<file path="src/design/assert_macros.svh">
// concurrent assertion helpers, clocked on clk
`ifndef ASSERT_MACROS_SVH
`define ASSERT_MACROS_SVH

// checked only outside reset
`define SFR_ASSERT(label, prop, msg) \
  label: assert property (@(posedge clk) disable iff (!rst_n) prop) else $error(msg);

// checked on every edge, reset included
`define SFR_ASSERT_ALWAYS(label, prop, msg) \
  label: assert property (@(posedge clk) prop) else $error(msg);

`endif

</file>
<file path="src/design/sfr_pkg.sv">
package sfr_pkg;

  localparam int BYTE_W    = 8;
  localparam int WORD_W    = 32;
  localparam int SUM_W     = 16;
  localparam int CNT_W     = 5;
  localparam int STORE_LEN = 24;
  localparam int NUM_WORDS = STORE_LEN / 4;

  // header characters 'i', 't', 's'
  localparam logic [BYTE_W-1:0] HDR_I = 8'h69;
  localparam logic [BYTE_W-1:0] HDR_T = 8'h74;
  localparam logic [BYTE_W-1:0] HDR_S = 8'h73;

  // body positions counted from the first byte after the header
  localparam logic [CNT_W-1:0] POS_STORE_END = 5'd24;
  localparam logic [CNT_W-1:0] POS_CSUM_LO   = 5'd27;
  localparam logic [CNT_W-1:0] POS_LAST      = 5'd28;

  typedef enum logic [3:0] {
    PH_HUNT = 4'b0001,
    PH_T    = 4'b0010,
    PH_S    = 4'b0100,
    PH_BODY = 4'b1000
  } phase_t;

endpackage

</file>
<file path="src/design/sfr_byte_if.sv">
interface sfr_byte_if;
  logic                       valid;
  logic                       ready;
  logic [sfr_pkg::BYTE_W-1:0] rx_byte;

  modport source (output valid, output rx_byte, input ready);
  modport sink   (input valid, input rx_byte, output ready);
endinterface

</file>
<file path="src/design/sfr_pose_if.sv">
interface sfr_pose_if;
  logic                       valid;
  logic                       ready;
  logic [sfr_pkg::WORD_W-1:0] global_x;
  logic [sfr_pkg::WORD_W-1:0] global_y;
  logic [sfr_pkg::WORD_W-1:0] global_heading;
  logic [sfr_pkg::WORD_W-1:0] local_x;
  logic [sfr_pkg::WORD_W-1:0] local_y;
  logic [sfr_pkg::WORD_W-1:0] sender_stamp;
  logic                       checksum_ok;

  modport source (
    output valid, output global_x, output global_y, output global_heading,
    output local_x, output local_y, output sender_stamp, output checksum_ok,
    input ready
  );
  modport sink (
    input valid, input global_x, input global_y, input global_heading,
    input local_x, input local_y, input sender_stamp, input checksum_ok,
    output ready
  );
endinterface

</file>
<file path="src/design/serial_frame_receiver_checksum_top.sv">
// serial frame receiver with inverted additive checksum
// in_ch carries one received byte per beat (rx_byte); out_ch carries one
// decoded frame per beat: five raw 32-bit pose words, a 32-bit sender stamp
// (all little-endian) and checksum_ok
// frame format: 'i' 't' 's', 24 data bytes, 3 more summed bytes, then the
// checksum low and high bytes; the checksum must equal the inverted 16-bit
// sum of frame bytes 3 to 29
// a wrong header byte drops back to hunting and is not retried as a new 'i'
// bad frames are not dropped: they come out with checksum_ok low
// throughput: one byte per cycle while out_ch does not stall, as the
// compare/add/store step for a byte is made as it leaves the input register
// the frame beat is valid on out_ch right after the edge that takes the last
// byte from the input register into the result register, which waits while
// a full result register is stalled; it can be taken at the next edge
// a stalled out_ch holds the frame; in_ch keeps taking bytes until the input
// register holds a byte that would complete another frame
// reset (rst_n low, synchronous) empties both registers and returns to
// hunting for 'i'; no clearing pass is needed
`include "assert_macros.svh"

module serial_frame_receiver_checksum_top (
  input  logic       clk,
  input  logic       rst_n,
  sfr_byte_if.sink   in_ch,
  sfr_pose_if.source out_ch
);

  // input register
  logic                       in_v_r;
  logic [sfr_pkg::BYTE_W-1:0] in_byte_r;

  // frame state
  sfr_pkg::phase_t            phase_r, phase_nxt;
  logic [sfr_pkg::CNT_W-1:0]  cnt_r, cnt_nxt;
  logic [sfr_pkg::SUM_W-1:0]  sum_r, sum_nxt;
  logic [sfr_pkg::BYTE_W-1:0] store_r [sfr_pkg::STORE_LEN];
  logic [sfr_pkg::BYTE_W-1:0] csum_lo_r;

  // result register
  logic                       out_v_r;
  logic [sfr_pkg::WORD_W-1:0] out_word_r [sfr_pkg::NUM_WORDS];
  logic                       out_ok_r;

  logic                       emit;       // byte in the input register ends a frame
  logic                       step;       // input register is consumed this cycle
  logic                       out_free;
  logic                       csum_ok;
  logic [sfr_pkg::SUM_W-1:0]  csum_rx;

  assign emit     = (phase_r == sfr_pkg::PH_BODY) && (cnt_r == sfr_pkg::POS_LAST);
  assign out_free = !out_v_r || out_ch.ready;
  assign step     = in_v_r && (!emit || out_free);
  assign in_ch.ready = !in_v_r || step;

  assign csum_rx = {in_byte_r, csum_lo_r};
  assign csum_ok = (csum_rx == ~sum_r);

  // header hunt and body bookkeeping for the byte in the input register
  always_comb begin
    phase_nxt = phase_r;
    cnt_nxt   = cnt_r;
    sum_nxt   = sum_r;
    case (phase_r)
      sfr_pkg::PH_HUNT: begin
        phase_nxt = (in_byte_r == sfr_pkg::HDR_I) ? sfr_pkg::PH_T : sfr_pkg::PH_HUNT;
      end
      sfr_pkg::PH_T: begin
        phase_nxt = (in_byte_r == sfr_pkg::HDR_T) ? sfr_pkg::PH_S : sfr_pkg::PH_HUNT;
      end
      sfr_pkg::PH_S: begin
        phase_nxt = (in_byte_r == sfr_pkg::HDR_S) ? sfr_pkg::PH_BODY : sfr_pkg::PH_HUNT;
        cnt_nxt   = '0;
        sum_nxt   = '0;
      end
      sfr_pkg::PH_BODY: begin
        if (cnt_r < sfr_pkg::POS_CSUM_LO) begin
          sum_nxt = sum_r + {{(sfr_pkg::SUM_W-sfr_pkg::BYTE_W){1'b0}}, in_byte_r};
        end
        if (cnt_r == sfr_pkg::POS_LAST) begin
          phase_nxt = sfr_pkg::PH_HUNT;
          cnt_nxt   = '0;
          sum_nxt   = '0;
        end else begin
          cnt_nxt = cnt_r + 1'b1;
        end
      end
      default: begin
        phase_nxt = sfr_pkg::PH_HUNT;
        cnt_nxt   = '0;
        sum_nxt   = '0;
      end
    endcase
  end

  // control registers
  always_ff @(posedge clk) begin
    if (!rst_n) begin
      in_v_r  <= 1'b0;
      out_v_r <= 1'b0;
      phase_r <= sfr_pkg::PH_HUNT;
      cnt_r   <= '0;
      sum_r   <= '0;
    end else begin
      if (in_ch.ready) begin
        in_v_r <= in_ch.valid;
      end
      if (step) begin
        phase_r <= phase_nxt;
        cnt_r   <= cnt_nxt;
        sum_r   <= sum_nxt;
      end
      if (step && emit) begin
        out_v_r <= 1'b1;
      end else if (out_ch.ready) begin
        out_v_r <= 1'b0;
      end
    end
  end

  // payload registers
  always_ff @(posedge clk) begin
    if (in_ch.ready && in_ch.valid) begin
      in_byte_r <= in_ch.rx_byte;
    end
    if (step && (phase_r == sfr_pkg::PH_BODY)) begin
      if (cnt_r < sfr_pkg::POS_STORE_END) begin
        store_r[cnt_r] <= in_byte_r;
      end
      if (cnt_r == sfr_pkg::POS_CSUM_LO) begin
        csum_lo_r <= in_byte_r;
      end
    end
    if (step && emit) begin
      for (int j = 0; j < sfr_pkg::NUM_WORDS; j++) begin
        out_word_r[j] <= {store_r[4*j+3], store_r[4*j+2], store_r[4*j+1], store_r[4*j]};
      end
      out_ok_r <= csum_ok;
    end
  end

  assign out_ch.valid          = out_v_r;
  assign out_ch.global_x       = out_word_r[0];
  assign out_ch.global_y       = out_word_r[1];
  assign out_ch.global_heading = out_word_r[2];
  assign out_ch.local_x        = out_word_r[3];
  assign out_ch.local_y        = out_word_r[4];
  assign out_ch.sender_stamp   = out_word_r[5];
  assign out_ch.checksum_ok    = out_ok_r;

  // body counter never runs past the last checksum byte
  `SFR_ASSERT(a_cnt_range, (cnt_r <= sfr_pkg::POS_LAST), "body count out of range")
  // outside the body the count and sum sit at zero
  `SFR_ASSERT(a_idle_clear, (phase_r != sfr_pkg::PH_BODY) |-> (cnt_r == '0 && sum_r == '0),
              "count or sum not cleared outside body")
  // a completed frame lands in the result register
  `SFR_ASSERT(a_emit_out, (step && emit) |=> out_v_r, "frame end did not raise out valid")
  // the input register only waits on a full, stalled result register
  `SFR_ASSERT(a_stall_cause, (in_v_r && !step) |-> (emit && out_v_r && !out_ch.ready),
              "input stalled without output backpressure")

endmodule
</file>
<file path="src/flat_wrapper.sv">
// flat-port wrapper written by rule: the top's interface ports become plain ports
module serial_frame_receiver_checksum_top_flat 
  (clk, rst_n, in_ch_valid, in_ch_rx_byte, in_ch_ready, out_ch_valid, out_ch_global_x, out_ch_global_y, out_ch_global_heading, out_ch_local_x, out_ch_local_y, out_ch_sender_stamp, out_ch_checksum_ok, out_ch_ready);
  sfr_byte_if in_ch_i ();
  sfr_pose_if out_ch_i ();
  input  logic clk;
  input  logic rst_n;
  input wire logic [$bits(in_ch_i.valid)-1:0] in_ch_valid;
  input wire logic [$bits(in_ch_i.rx_byte)-1:0] in_ch_rx_byte;
  output wire logic [$bits(in_ch_i.ready)-1:0] in_ch_ready;
  output wire logic [$bits(out_ch_i.valid)-1:0] out_ch_valid;
  output wire logic [$bits(out_ch_i.global_x)-1:0] out_ch_global_x;
  output wire logic [$bits(out_ch_i.global_y)-1:0] out_ch_global_y;
  output wire logic [$bits(out_ch_i.global_heading)-1:0] out_ch_global_heading;
  output wire logic [$bits(out_ch_i.local_x)-1:0] out_ch_local_x;
  output wire logic [$bits(out_ch_i.local_y)-1:0] out_ch_local_y;
  output wire logic [$bits(out_ch_i.sender_stamp)-1:0] out_ch_sender_stamp;
  output wire logic [$bits(out_ch_i.checksum_ok)-1:0] out_ch_checksum_ok;
  input wire logic [$bits(out_ch_i.ready)-1:0] out_ch_ready;
  assign in_ch_i.valid = in_ch_valid;
  assign in_ch_i.rx_byte = in_ch_rx_byte;
  assign in_ch_ready = in_ch_i.ready;
  assign out_ch_valid = out_ch_i.valid;
  assign out_ch_global_x = out_ch_i.global_x;
  assign out_ch_global_y = out_ch_i.global_y;
  assign out_ch_global_heading = out_ch_i.global_heading;
  assign out_ch_local_x = out_ch_i.local_x;
  assign out_ch_local_y = out_ch_i.local_y;
  assign out_ch_sender_stamp = out_ch_i.sender_stamp;
  assign out_ch_checksum_ok = out_ch_i.checksum_ok;
  assign out_ch_i.ready = out_ch_ready;
  serial_frame_receiver_checksum_top u_core (.clk(clk), .rst_n(rst_n), .in_ch(in_ch_i), .out_ch(out_ch_i));
endmodule
</file>
<file path="config.mk">
export PLATFORM = sky130hd
export DESIGN_NAME = serial_frame_receiver_checksum_top_flat
export DESIGN_NICKNAME = d
export VERILOG_FILES = /design/src/design/sfr_pkg.sv /design/src/design/sfr_byte_if.sv /design/src/design/sfr_pose_if.sv /design/src/design/serial_frame_receiver_checksum_top.sv /design/src/flat_wrapper.sv
export VERILOG_INCLUDE_DIRS = /design/src /design/src/design
export SDC_FILE = /design/constraint.sdc
export NUM_CORES = 1
export LEC_CHECK = 0
export BUFFER_PORTS_ARGS = -buffer_cell sky130_fd_sc_hd__buf_4
export CAP_MARGIN = 20
export CELL_PAD_IN_SITES_DETAIL_PLACEMENT = 1
export CELL_PAD_IN_SITES_GLOBAL_PLACEMENT = 1
export CORE_UTILIZATION = 40
export DETAILED_ROUTE_END_ITERATION = 8
export PLACE_DENSITY_LB_ADDON = 0.1
export RECOVER_POWER = 25
export SLEW_MARGIN = 20
export SYNTH_ARGS = -nofsm -noshare
export SYNTH_HDL_FRONTEND = slang
export SYNTH_SLANG_ARGS = --single-unit
</file>
<file path="constraint.sdc">
create_clock -name clk -period 14.2 [get_ports clk]
set_clock_uncertainty 0.2 [all_clocks]
set_input_delay 0.71 -clock clk [delete_from_list [all_inputs] [get_ports clk]]
set_output_delay 0.71 -clock clk [all_outputs]
set_load 0.03 [all_outputs]
</file>
Word-level counts from Yosys, hierarchy flattened
Memories as Yosys holds them, arrays and structs flattened.
Cells that the tools add are included.
{"block": "totals", "regBits": 44, "ram_bits": 384, "inputBits": 12, "out_inout_bits": 195, "wordCells": 62, "mem_count": 2}
{"block": "classes", "add_sub_neg": 2, "magnitude_cmp": 2, "n_eq_ne": 12, "mux": 17, "n_bitwise": 2, "reduce_logical": 17}
{"name": "u_core.out_word_r", "depth": 6, "word_bits": 32, "rd": 6, "rd_clocked_by_memory_dff": 0, "wr": 6, "line": "serial_frame_receiver_checksum_top.sv:41", "rtl": "logic [sfr_pkg::WORD_W-1:0] out_word_r [sfr_pkg::NUM_WORDS];"}
{"name": "u_core.store_r", "depth": 24, "word_bits": 8, "rd": 24, "rd_clocked_by_memory_dff": 0, "wr": 1, "line": "serial_frame_receiver_checksum_top.sv:36", "rtl": "logic [sfr_pkg::BYTE_W-1:0] store_r [sfr_pkg::STORE_LEN];"}
{"op": "$mux W16", "count": 2}
{"op": "$pmux W16 S2", "count": 1}
{"op": "$eq A8 B7 Y1 const B", "count": 3}
{"op": "$add A16 B8 Y16", "count": 1}
{"op": "$eq A16 B16 Y1", "count": 1}
{"op": "$not A16 Y16", "count": 1}
{"op": "$pmux W4 S4", "count": 1}
{"op": "$eq A5 B5 Y1 const B", "count": 2}
{"op": "$lt A5 B5 Y1 const B", "count": 2}
{"op": "$pmux W5 S2", "count": 1}
{"op": "$mux W4", "count": 2}
{"op": "$mux W1", "count": 7}
{"op": "$reduce_and A2 Y1", "count": 3}
{"op": "$add A5 B1 Y5 const B", "count": 1}
{"op": "$logic_and A1 B1 Y1", "count": 5}
{"op": "$mux W5", "count": 1}
{"op": "$eq A4 B1 Y1 const B", "count": 1}
{"op": "$eq A4 B2 Y1 const B", "count": 1}
{"op": "$eq A4 B3 Y1 const B", "count": 1}
{"op": "$eq A4 B4 Y1 const B", "count": 1}
{"op": "$logic_not A1 Y1", "count": 3}
{"op": "$logic_or A1 B1 Y1", "count": 3}
{"op": "$mux W3", "count": 1}
{"op": "$ne A3 B3 Y1 const B", "count": 1}
{"op": "other kinds (6)", "count": 6}

Longest topological paths before layout
Gate-level depths: netlist of run 1.
{"block": "logic_depth", "word_depth": 8, "ltp_mapped": 8}

Worst setup path before layout of run 1
Ideal clock, no wire load.
{"block": "synth_path", "kind": "register -> register", "from": "reg u_core.cnt_r[0] (netlist name)", "to": "reg u_core.out_ok_r, in the netlist u_core.out_ch.checksum_ok, enable pin", "setup_time_ps": 749, "arrival_ps": 9057, "slack_ps": 4194, "path_stages_with_launch": 6, "path_cell_list": "dfxtp_1 -> inv_1 -> ha_1 -> and4_1 -> nand3_1 -> nor2_1"}
{"block": "synth_between", "elab_chain_cells": 6}
{"item": "start: declaration", "line": "serial_frame_receiver_checksum_top.sv:34", "rtl": "logic [sfr_pkg::CNT_W-1:0] cnt_r, cnt_nxt;"}
{"item": "start signal: assignment", "line": "serial_frame_receiver_checksum_top.sv:109", "rtl": "cnt_r <= cnt_nxt;"}
{"item": "$eq A5 B5 Y1 *", "line": "serial_frame_receiver_checksum_top.sv:50", "rtl": "assign emit = (phase_r == sfr_pkg::PH_BODY) && (cnt_r == sfr_pkg::POS_LAST);"}
{"item": "$logic_and A1 B1 Y1 *", "line": "serial_frame_receiver_checksum_top.sv:50"}
{"item": "$logic_not A1 Y1", "line": "serial_frame_receiver_checksum_top.sv:52", "rtl": "assign step = in_v_r && (!emit || out_free);"}
{"item": "$logic_or A1 B1 Y1", "line": "serial_frame_receiver_checksum_top.sv:52"}
{"item": "$logic_and A1 B1 Y1", "line": "serial_frame_receiver_checksum_top.sv:52"}
{"item": "$logic_and A1 B1 Y1 *", "line": "serial_frame_receiver_checksum_top.sv:133", "rtl": "if (step && emit) begin"}
{"item": "end signal: assignment", "line": "serial_frame_receiver_checksum_top.sv:137", "rtl": "out_ok_r <= csum_ok;"}
{"item": "end: declaration", "line": "serial_frame_receiver_checksum_top.sv:42", "rtl": "logic out_ok_r;"}
Mark *: on every way between the ends. The rest lies on a longest branch, timed or not.
A chain may end at the register's enable or synchronous reset.

Worst setup path in the final report of run 1
{"block": "layout_path", "from": "reg u_core.in_byte_r[0] (netlist name)", "to": "reg u_core.sum_r[10] (netlist name)"}
{"block": "layout_between", "elab_chain_cells": 4}
{"item": "start: declaration", "line": "serial_frame_receiver_checksum_top.sv:30", "rtl": "logic [sfr_pkg::BYTE_W-1:0] in_byte_r;"}
{"item": "start signal: assignment", "line": "serial_frame_receiver_checksum_top.sv:123", "rtl": "in_byte_r <= in_ch.rx_byte;"}
{"item": "$add A16 B8 Y16", "line": "serial_frame_receiver_checksum_top.sv:77", "rtl": "sum_nxt = sum_r + {{(sfr_pkg::SUM_W-sfr_pkg::BYTE_W){1'b0}}, in_byte_r};"}
{"item": "$mux W16", "line": "serial_frame_receiver_checksum_top.sv:76", "rtl": "if (cnt_r < sfr_pkg::POS_CSUM_LO) begin"}
{"item": "$mux W16", "line": "serial_frame_receiver_checksum_top.sv:79", "rtl": "if (cnt_r == sfr_pkg::POS_LAST) begin"}
{"item": "$pmux W16 S2", "line": "serial_frame_receiver_checksum_top.sv:63", "rtl": "case (phase_r)"}
{"item": "end signal: assignment", "line": "serial_frame_receiver_checksum_top.sv:110", "rtl": "sum_r <= sum_nxt;"}
{"item": "end: declaration", "line": "serial_frame_receiver_checksum_top.sv:35", "rtl": "logic [sfr_pkg::SUM_W-1:0] sum_r, sum_nxt;"}
No other way between the ends. The select of a mux whose other input is x is not followed.

==> impl_metrics.csv, run 1 <==
group,metric,value,unit
yosys,synthAdderAreaFrac,1.20,%
worst_setup_path,worstRegToRegCells,9,
yosys,synth-main-ff-cell,"edfxtp_1",
layout,layout.nets,959,
power,pwr-share-clk,43.7,%
cts,postCtsHoldBufs,0,
worst_setup_path,timing.critical_path.fanout_max,29,
global_routing,grt_pass1_vias,7287,
yosys,synth_area,14200,um2
routing,wl_per_cell,22.0,um
floorplanning,die_w,190,um
timing,tightest_slew,1900,ps
power,p_leak,6.11,nW
yosys,syn_avg_cell_area,20.9,um2
floorplanning,dieArea,36300,um2
timing,period_share,28.9,%
cts,path_clk_slew,60,ps
cts,numCtsBuffers,44,
layout,final_area,17800,um2
worst_hold_path,hp-class,"in2reg",
global_routing,grt.total_usage,17.4,%
power,vdd_drop_max,85.1,uV
outcome,violations,"capacitance limit, slew limit",
place,dp.final_hpwl,19900,um
yosys,ys_seq_area_share,88.6,%
global_routing,gr-usage-met2,29.6,%
cts,clock-sinks,428,
global_routing,busiest_layer,"met2",
worst_hold_path,hold_depth,1,
timing,fmax,244,MHz
job,drv_cap,3,
worst_setup_path,slowest_delay,1350,ps
worst_setup_path,critical_path.top_delay_family,"buffers and inverters",
global_routing,use_met3,3.11,%
routing,finalWirelength,31400,um
floorplanning,core_area,34700,um2
yosys,ys_ff_latch,428,
worst_setup_path,startpoint_type,"flop",
outcome,outcome,"finished, violations left",
timing,period_needed,4100,ps
place,dpl_cell_area,16400,um2
layout,nFillCells,3217,
layout,layout-drive-gt1-share,29.7,%
layout,num_antenna_cells,0,
routing,via_per_inst,4.87,
cts,cts_resized,0,
power,switchingPower,0.000493,W
yosys,async_flop_share,0,%
worst_setup_path,critPathKind,"reg2reg",
timing,rsz0062_at_grt,"false",
power,seqPwrFrac,54.7,%
yosys,synth_simple_gate_area_share,5.05,%
worst_setup_path,slowest_stage,"clkbuf_1",
timing,setup_viol,0,
worst_setup_path,cp.arrival,4370,ps
layout,area_delta_synth_final,25.0,%
floorplanning,fp-row-count,68,
yosys,synth.distinct_cells,53,
worst_setup_path,required,14470,ps
routing,dr.pass1.iters,6,
timing,slew_headroom,-26.7,%
yosys,synth-warning-count,0,
cts,post-cts-setup-buffer-count,0,
routing,drcViolationCount,0,
worst_setup_path,cp_num_buf_inv,2,
routing,drt_iter0_drc,445,
floorplanning,io_pins,207,
global_routing,grt_max_degree,74,
timing,finalSetupTns,0,ps
power,cellInternalPower,0.00202,W
global_routing,use_met1,22.6,%
power,sw_frac_of_total,19.6,%
routing,postRouteAntennaNets,0,
timing,hold_viol,0,
global_routing,grt_overflow_total,0,
yosys,synth_compound_area_share,2.78,%
power,combPwrFrac,1.5,%
cts,cts_tree,"built",
yosys,synth_top_family_by_area,"simple AND/OR/NAND/NOR gates",
yosys,synth.area.mux_share,0.282,%
worst_setup_path,worst_setup_path_end_kind,"flop",
cts,ctsHtreeMaxLevel,2,
yosys,synthesis.nets,703,
power,total_power,0.00251,W
cts,root_buffer,"clkbuf_16",
routing,vias,6936,
cts,clk_latency,550,ps
place,io_buffer_count,206,
yosys,synth_xor_area_share,1.42,%
layout,final_core_util,51.2,%
yosys,synth_edf_count,401,
timing,slew_violations,90,
cts,max-clock-path-buffers,3,
place,place_congestion,0.800,
floorplanning,start_util,40.9,%
worst_setup_path,crit_chain,"clkbuf_1, ha_1, inv_1, fa_1, nor2b_1, o31a_1, a31oi_1, or4_1, a21oi_1",
power,power_density,142,nW/um2
floorplanning,die_h,190,um
global_routing,grt_pass1_wl,45800,um
yosys,syn_inst,678,
global_routing,antenna_found_initial,0,
worst_setup_path,path_depth,9,
## power by group through the flow
stage	Combinational (W)	Sequential [W]	Clock (W)
detailed placement	0.0000409	0.00140	0
floorplan	0.00000819	0.00141	0
CTS	0.0000410	0.00138	0.00113
global route	0.0000421	0.00138	0.00117
global placement	0.0000400	0.00140	0
finish	0.0000383	0.00138	0.00110
## cells in the final DEF (no fill, tap or decap), types with 5 or more instances in the layout
| master | instances |
|---|---|
| ha_1 | 12 |
| clkbuf_4 | 8 |
| clkbuf_16 | 45 |
| nand3_1 | 8 |
| buf_4 | 207 |
| nand2b_1 | 7 |
| nand4_1 | 10 |
| nand2_1 | 31 |
| o21a_1 | 5 |
| inv_1 | 11 |
| dfxtp_1 | 27 |
| clkinv_1 | 12 |
| xor2_1 | 19 |
| edfxtp_1 | 401 |
| nor2_1 | 34 |
| clkinvlp_4 | 5 |
| a21oi_1 | 23 |
| clkbuf_1 | 11 |
| and3_1 | 5 |
## flip-flops by register name (all words and copies together) (netlist names)
name / count
u_core.out_ch.checksum_ok: 1
u_core.store_r: 192
u_core.phase_r: 4
u_core.sum_r: 16
u_core.cnt_r: 5
u_core.in_v_r: 1
u_core.out_word_r: 192
u_core.csum_lo_r: 8
u_core.out_ch.valid: 1
u_core.in_byte_r: 8
## synth_stat cells, types with 4 or more instances
cell | number | area [um2]
nand2_1 | 31 | 116
nand2b_1 | 7 | 43.8
o21ai_0 | 4 | 20.0
a21oi_1 | 23 | 115
o21a_1 | 5 | 37.5
nor2_1 | 35 | 131
xor2_1 | 19 | 166
dfxtp_1 | 27 | 541
edfxtp_1 | 401 | 12000
ha_1 | 12 | 150
nand3_1 | 8 | 40.0
inv_1 | 11 | 41.3
mux2i_1 | 4 | 40.0
xnor2_1 | 4 | 35.0
or4_1 | 4 | 30.0
nand4_1 | 10 | 62.6
nor2b_1 | 4 | 25.0
and3_1 | 5 | 31.3
## area by class of cell
cell class,instances,area [um2],area share [%]
multi-input cells,231,1550,8.71
well taps,455,569,3.21
clock buffers,53,1160,6.51
repair buffers,218,1630,9.15
inverters,11,41.3,0.233
flip-flops and latches,428,12600,70.9
clock inverters,29,236,1.33
## per-layer routing
layer  wire, um  up-vias
met3       1750       51
met1      13400     3499
met2      15600      221
met4        608        0
met5          0        -
li1           -     3165
## worst reg2reg max path, cell delays in order (launching register included)
cell and delay (ps):
edfxtp_1 320, clkbuf_1 1350, ha_1 390, inv_1 60
fa_1 400, nor2b_1 170, o31a_1 180, a31oi_1 250
or4_1 550, a21oi_1 150
## kinds of logic after synthesis
| kind of cell | count (synthesis) |
|---|---|
| AOI/OAI and AO/OA | 57 |
| xor gates and xnor gates | 23 |
| adders and majority gates | 13 |
| buffers and inverters | 19 |
| DFF | 428 |
| muxes | 4 |
| and+or+nand+nor | 134 |
## per-stage QoR
stage                     instances  setup WS [ps]  hold slack, ps
after floorplan                 678           4190             200
after global placement         1343          10990             202
after detailed placement       1343          10790             205
after CTS                      1425          10750             107
after global routing           1425           9800             137
final                          1425          10100             160
## path summary, 6_finish.rpt
check | start | end | slack [ps]
setup / recovery | u_core.in_byte_r[0]$_DFFE_PP_ | u_core.sum_r[10]$_SDFFE_PN0P_ | 10100
hold reg to reg | u_core.store_r[19][6]$_DFFE_PP_ | u_core.out_word_r[4][30]$_DFFE_PP_ | 210
hold / removal | in_ch_rx_byte[2] | u_core.in_byte_r[2]$_DFFE_PP_ | 160
setup reg to reg | u_core.in_byte_r[0]$_DFFE_PP_ | u_core.sum_r[10]$_SDFFE_PN0P_ | 10100
(Power assumes the default switching activity.)
==> inputs of run 2 (changes only) <==
Clock period 14.2 ns to 3.75 ns, I/O delays scaled along.
==> run 2 against run 1 <==
Effect of this change: utilization is 0.29 points higher; the run still ends with capacitance limit, slew limit left; cell area increased by 0.57%; register-to-register slack lost 9500 ps; critical path type unchanged; worst setup slack worse by 9500 ps; non-clock buffer count increased by 11; critical endpoint is now u_core.phase_r[3]$_SDFFE_PN0P_; sequential share of layout area decreased by 0.39 points; die area unchanged; total power grew to 3.7 times the previous value.
==> impl_metrics.csv, run 2 (same netlist as run 1, synthesis figures left out) <==
group,metric,value,unit
cts,numCtsBuffers,42,
timing,slew_violations,57,
job,drv_cap,2,
cts,cts_tree,"built",
global_routing,grt_overflow_total,0,
routing,highest_layer,"met4",
worst_hold_path,hold_depth,2,
worst_setup_path,cp_num_buf_inv,1,
global_routing,antenna_found_initial,1,
layout,num_antenna_cells,0,
layout,layout-drive-gt1-share,30.0,%
worst_setup_path,critical_path.top_delay_family,"buffers and inverters",
floorplanning,dieArea,36300,um2
worst_setup_path,slowest_delay,1350,ps
layout,final_area,17900,um2
routing,finalWirelength,32100,um
floorplanning,io_pins,207,
cts,clock-sinks,428,
timing,rsz0062_at_grt,"false",
routing,met2WireLength,16300,um
outcome,violations,"capacitance limit, slew limit",
floorplanning,start_util,40.9,%
global_routing,grt.total_usage,17.6,%
place,dpl_cell_area,16400,um2
layout,largestRegisters,"u_core.out_word_r x192, u_core.store_r x192, u_core.sum_r x16",
timing,period_needed,3140,ps
floorplanning,die_w,190,um
cts,max-clock-path-buffers,3,
place,post-place-cells,1343,
power,p_leak,6.15,nW
worst_setup_path,cp.arrival,3380,ps
worst_setup_path,worst_setup_path_end_kind,"flop",
floorplanning,fp-row-count,68,
worst_hold_path,hp-class,"in2reg",
global_routing,grt_max_degree,118,
routing,dr_wl_met3,1660,um
routing,wirelength_met1,13400,um
worst_setup_path,required,4000,ps
cts,root_buffer,"clkbuf_16",
worst_setup_path,startpoint_type,"flop",
worst_setup_path,slowest_stage,"clkbuf_1",
worst_setup_path,r2r_start,"u_core.in_byte_r[5]$_DFFE_PP_",
worst_setup_path,path_depth,5,
cts,ctsHtreeMaxLevel,2,
cts,cts_resized,0,
layout,layout_common_cells,"edfxtp_1 (401), buf_4 (206), clkbuf_16 (43)",
place,dp.final_hpwl,20600,um
power,total_power,0.00940,W
outcome,outcome,"finished, violations left",
routing,via_per_inst,4.85,
cts,path_clk_slew,60,ps
place,io_buffer_count,206,
worst_setup_path,reg2reg_slack,610,ps
worst_setup_path,critPathKind,"reg2reg",
layout,layout.nets,968,
worst_hold_path,worstHoldStart,"in_ch_rx_byte[5]",
global_routing,grt_pass1_wl,46200,um
timing,fmax,319,MHz
routing,drt_iter0_drc,404,
routing,postRouteAntennaNets,0,
routing,wl_per_cell,22.5,um
power,power_density,526,nW/um2
floorplanning,core_area,34700,um2
timing,finalSetupTns,0,ps
worst_setup_path,timing.critical_path.fanout_max,27,
timing,setup_viol,0,
floorplanning,die_h,190,um
timing,period_share,83.6,%
timing,slew_headroom,-28.8,%
layout,final_core_util,51.4,%
power,vdd_drop_max,315,uV
layout,mostFrequentLayoutCell,"edfxtp_1",
routing,vias,6932,
layout,area_delta_synth_final,25.7,%
worst_hold_path,whs_endpoint,"u_core.in_byte_r[5]$_DFFE_PP_",
worst_setup_path,reg2reg_to,"u_core.phase_r[3]$_SDFFE_PN0P_",
cts,clk_latency,530,ps
routing,drcViolationCount,0,
worst_setup_path,worstRegToRegCells,5,
layout,final_cells,1428,
global_routing,grt_pass1_vias,7397,
layout,nFillCells,3180,
routing,dr.pass1.iters,4,
timing,hold_viol,0,
worst_setup_path,crit_chain,"clkbuf_1, and3b_1, nand4_1, or4_1, a21oi_1",
place,place_congestion,0.789,
timing,tightest_slew,1930,ps
[run 2: cell count changes in the layout (fill, tap and decap cells not counted), sizes merged]
| cell | delta |
|---|---|
| buf | +1 |
| bufinv | +1 |
| clkinv | -2 |
| clkbuf | -4 |
| clkinvlp | -4 |
| dlygate4sd3 | +11 |
[run 2: cell type report]
class | count | area, um2 | area share, %
clock inverter | 24 | 223 | 1.25
sequential | 428 | 12600 | 70.5
clock buffer | 50 | 1100 | 6.17
timing repair buffer | 229 | 1760 | 9.88
tap | 455 | 569 | 3.19
inverter | 11 | 41.3 | 0.231
multi-input combinational | 231 | 1570 | 8.81
[run 2: metal layers]
metal	track usage, %	vias to the layer above
li1	-	3178
met3	3.00	50
met4	5.20	0
met5	0	-
met2	31.2	202
met1	22.0	3502
[run 2: how the worst max path moves through the flow]
stage                                         startpoint                                   to
after floorplan             u_core.cnt_r[1]$_SDFFE_PN0P_  u_core.out_ch.checksum_ok$_DFFE_PP_
after global placement    u_core.phase_r[0]$_SDFFE_PN1P_       u_core.store_r[8][3]$_DFFE_PP_
after detailed placement  u_core.phase_r[0]$_SDFFE_PN1P_       u_core.store_r[5][7]$_DFFE_PP_
after CTS                 u_core.phase_r[0]$_SDFFE_PN1P_       u_core.store_r[5][4]$_DFFE_PP_
after global routing       u_core.in_byte_r[5]$_DFFE_PP_       u_core.phase_r[3]$_SDFFE_PN0P_
final                      u_core.in_byte_r[5]$_DFFE_PP_       u_core.phase_r[3]$_SDFFE_PN0P_
[run 2: repair_timing]
| item | 4_1_cts | 5_1_grt |
|---|---|---|
| hold endpoints to repair | 21 | 0 |
| setup buffers | 0 | 0 |
| hold buffers | 11 | 0 |
[run 2: worst reg2reg max path, cell delays in order (launching register included)]
cell and delay (ps):
edfxtp_1 400, clkbuf_1 1350, and3b_1 380, nand4_1 130, or4_1 430, a21oi_1 160
[run 2: where the power goes]
part | internal, W | switching [W] | leakage (nW)
logic | 0.0000363 | 0.000118 | 1.68
clock network | 0.00237 | 0.00166 | 0.650
registers | 0.00521 | 0.00000754 | 3.83
total | 0.00762 | 0.00178 | 6.15
[run 2: through the flow]
stage	hold slack, ps	worst slack, ps
after floorplan	86.4	-637
after global placement	166	986
after detailed placement	167	828
after CTS	157	760
after global routing	187	559
final	193	615
==> inputs of run 3 (changes only) <==
Clock period 3.75 ns to 3.03 ns, I/O delays scaled along.
==> run 3 against run 2 <==
Effect of this change: the flow now finishes without violations; fmax increased by 21%; global-route usage increased by 0.31 points; register-to-register slack got worse by 180 ps; critical path type unchanged.
==> impl_metrics.csv, run 3 (same netlist as run 1, synthesis figures left out) <==
group,metric,value,unit
outcome,outcome,"complete, no violations",
routing,wirelength_met1,13700,um
routing,highest_layer,"met4",
timing,setup_viol,0,
global_routing,grt_max_degree,53,
worst_hold_path,hp-class,"in2reg",
timing,period_needed,2590,ps
floorplanning,dieArea,36300,um2
worst_hold_path,hold_depth,2,
routing,vias,7160,
timing,slew_headroom,44.3,%
cts,post-cts-setup-buffer-count,0,
cts,path_clk_slew,60,ps
place,place_congestion,0.816,
job,drv_cap,0,
routing,postRouteAntennaNets,0,
timing,slew_violations,0,
floorplanning,fp-row-count,68,
timing,tightest_slew,835,ps
routing,via_per_inst,4.91,
global_routing,grt_overflow_total,0,
worst_setup_path,startpoint_type,"flop",
worst_setup_path,cp.arrival,2840,ps
layout,final_area,18100,um2
place,dp_slack,436,ps
layout,seq_area,12600,um2
layout,nFillCells,3192,
timing,rsz0062_at_grt,"false",
routing,wl_per_cell,22.2,um
floorplanning,core_area,34700,um2
layout,multiInputGateArea,1570,um2
layout,area_delta_synth_final,27.2,%
power,power_density,637,nW/um2
place,dpl_cell_area,16700,um2
global_routing,grt_pass1_wl,47200,um
layout,layout_common_cells,"edfxtp_1 (401), buf_4 (234), clkbuf_16 (43)",
global_routing,grt_pass1_vias,7543,
routing,met2WireLength,16400,um
timing,fmax,385,MHz
global_routing,antenna_found_initial,0,
routing,drt_iter0_drc,408,
layout,num_antenna_cells,0,
worst_setup_path,critPathKind,"reg2reg",
layout,mostFrequentLayoutCell,"edfxtp_1",
layout,final_cells,1459,
routing,dr.pass1.iters,4,
place,io_buffer_count,206,
worst_setup_path,required,3280,ps
timing,holdWs,155,ps
layout,largestRegisters,"u_core.out_word_r x192, u_core.store_r x192, u_core.sum_r x16",
layout,final_core_util,52.0,%
layout,layout-drive-gt1-share,31.6,%
global_routing,grt.total_usage,17.9,%
cts,clk_latency,530,ps
place,dp.final_hpwl,21300,um
worst_setup_path,worstRegToRegCells,8,
floorplanning,die_h,190,um
worst_setup_path,timing.critical_path.fanout_max,6,
worst_setup_path,worst_setup_path_end_kind,"flop",
layout,layout.nets,999,
cts,root_buffer,"clkbuf_16",
cts,ctsHtreeMaxLevel,2,
cts,clock-sinks,428,
timing,timing.final.ws_setup,435,ps
floorplanning,start_util,40.9,%
floorplanning,die_w,190,um
timing,hold_viol,0,
routing,finalWirelength,32400,um
place,post-place-cells,1372,
power,p_leak,6.29,nW
cts,cts_resized,0,
timing,period_share,85.6,%
floorplanning,io_pins,207,
cts,cts_tree,"built",
power,vdd_drop_max,458,uV
cts,max-clock-path-buffers,3,
routing,dr_wl_met3,1550,um
routing,drcViolationCount,0,
cts,numCtsBuffers,43,
## run 3: changes by cell type in the layout (fill, tap and decap cells not counted), sizes merged
cell | before | now
buf | 208 | 238
clkbuf | 60 | 67
clkinv | 17 | 11
bufinv | 4 | 2
clkinvlp | 1 | 2
dlygate4sd3 | 11 | 12
## run 3: layer usage
metal | up-vias | track usage, %
met5 | - | 0
met2 | 210 | 30.8
li1 | 3245 | -
met1 | 3648 | 23.0
met4 | 0 | 6.00
met3 | 57 | 2.94
## run 3: what timing repair did
| action | 4_1_cts | 5_1_grt |
|---|---|---|
| hold endpoints to repair | 18 | 0 |
| hold buffers | 12 | 0 |
| setup endpoints to repair | 0 | 0 |
## run 3: final timing paths
| check | from | end | slack [ps] |
|---|---|---|---|
| hold reg to reg | u_core.store_r[20][2]$_DFFE_PP_ | u_core.out_word_r[5][2]$_DFFE_PP_ | 210 |
| hold / removal | in_ch_rx_byte[4] | u_core.in_byte_r[4]$_DFFE_PP_ | 160 |
| setup / recovery | u_core.sum_r[0]$_SDFFE_PN0P_ | u_core.sum_r[10]$_SDFFE_PN0P_ | 440 |
| setup reg to reg | u_core.sum_r[0]$_SDFFE_PN0P_ | u_core.sum_r[10]$_SDFFE_PN0P_ | 440 |
## run 3: where the power goes
part	internal, W	switching, W	leakage, nW
logic	0.0000477	0.000151	1.84
registers	0.00645	0.00000919	3.83
clock network	0.00281	0.00205	0.618
## run 3: area by class of cell
cell class,count,area share [%]
clock buffer,58,6.32
clock inverter,17,0.769
inverter,11,0.229
multi-input combinational,231,8.71
sequential,428,69.7
tap,455,3.15
timing repair buffer,259,11.2
## run 3: per-stage QoR
| stage | total power (W) | TNS, ps |
|---|---|---|
| after floorplan | 0.00665 | -261880 |
| after global placement | 0.00677 | 0 |
| after detailed placement | 0.00677 | 0 |
| after CTS | 0.0116 | 0 |
| after global routing | 0.0119 | 0 |
| final | 0.0115 | 0 |
## run 3: critical path, cell delays in order, from the launching register on
cell and delay, ps:
dfxtp_1 360, ha_1 180, inv_1 60, fa_1 410
nor2b_1 180, o31a_1 200, a31oi_1 200, or4_1 540
a21oi_1 180
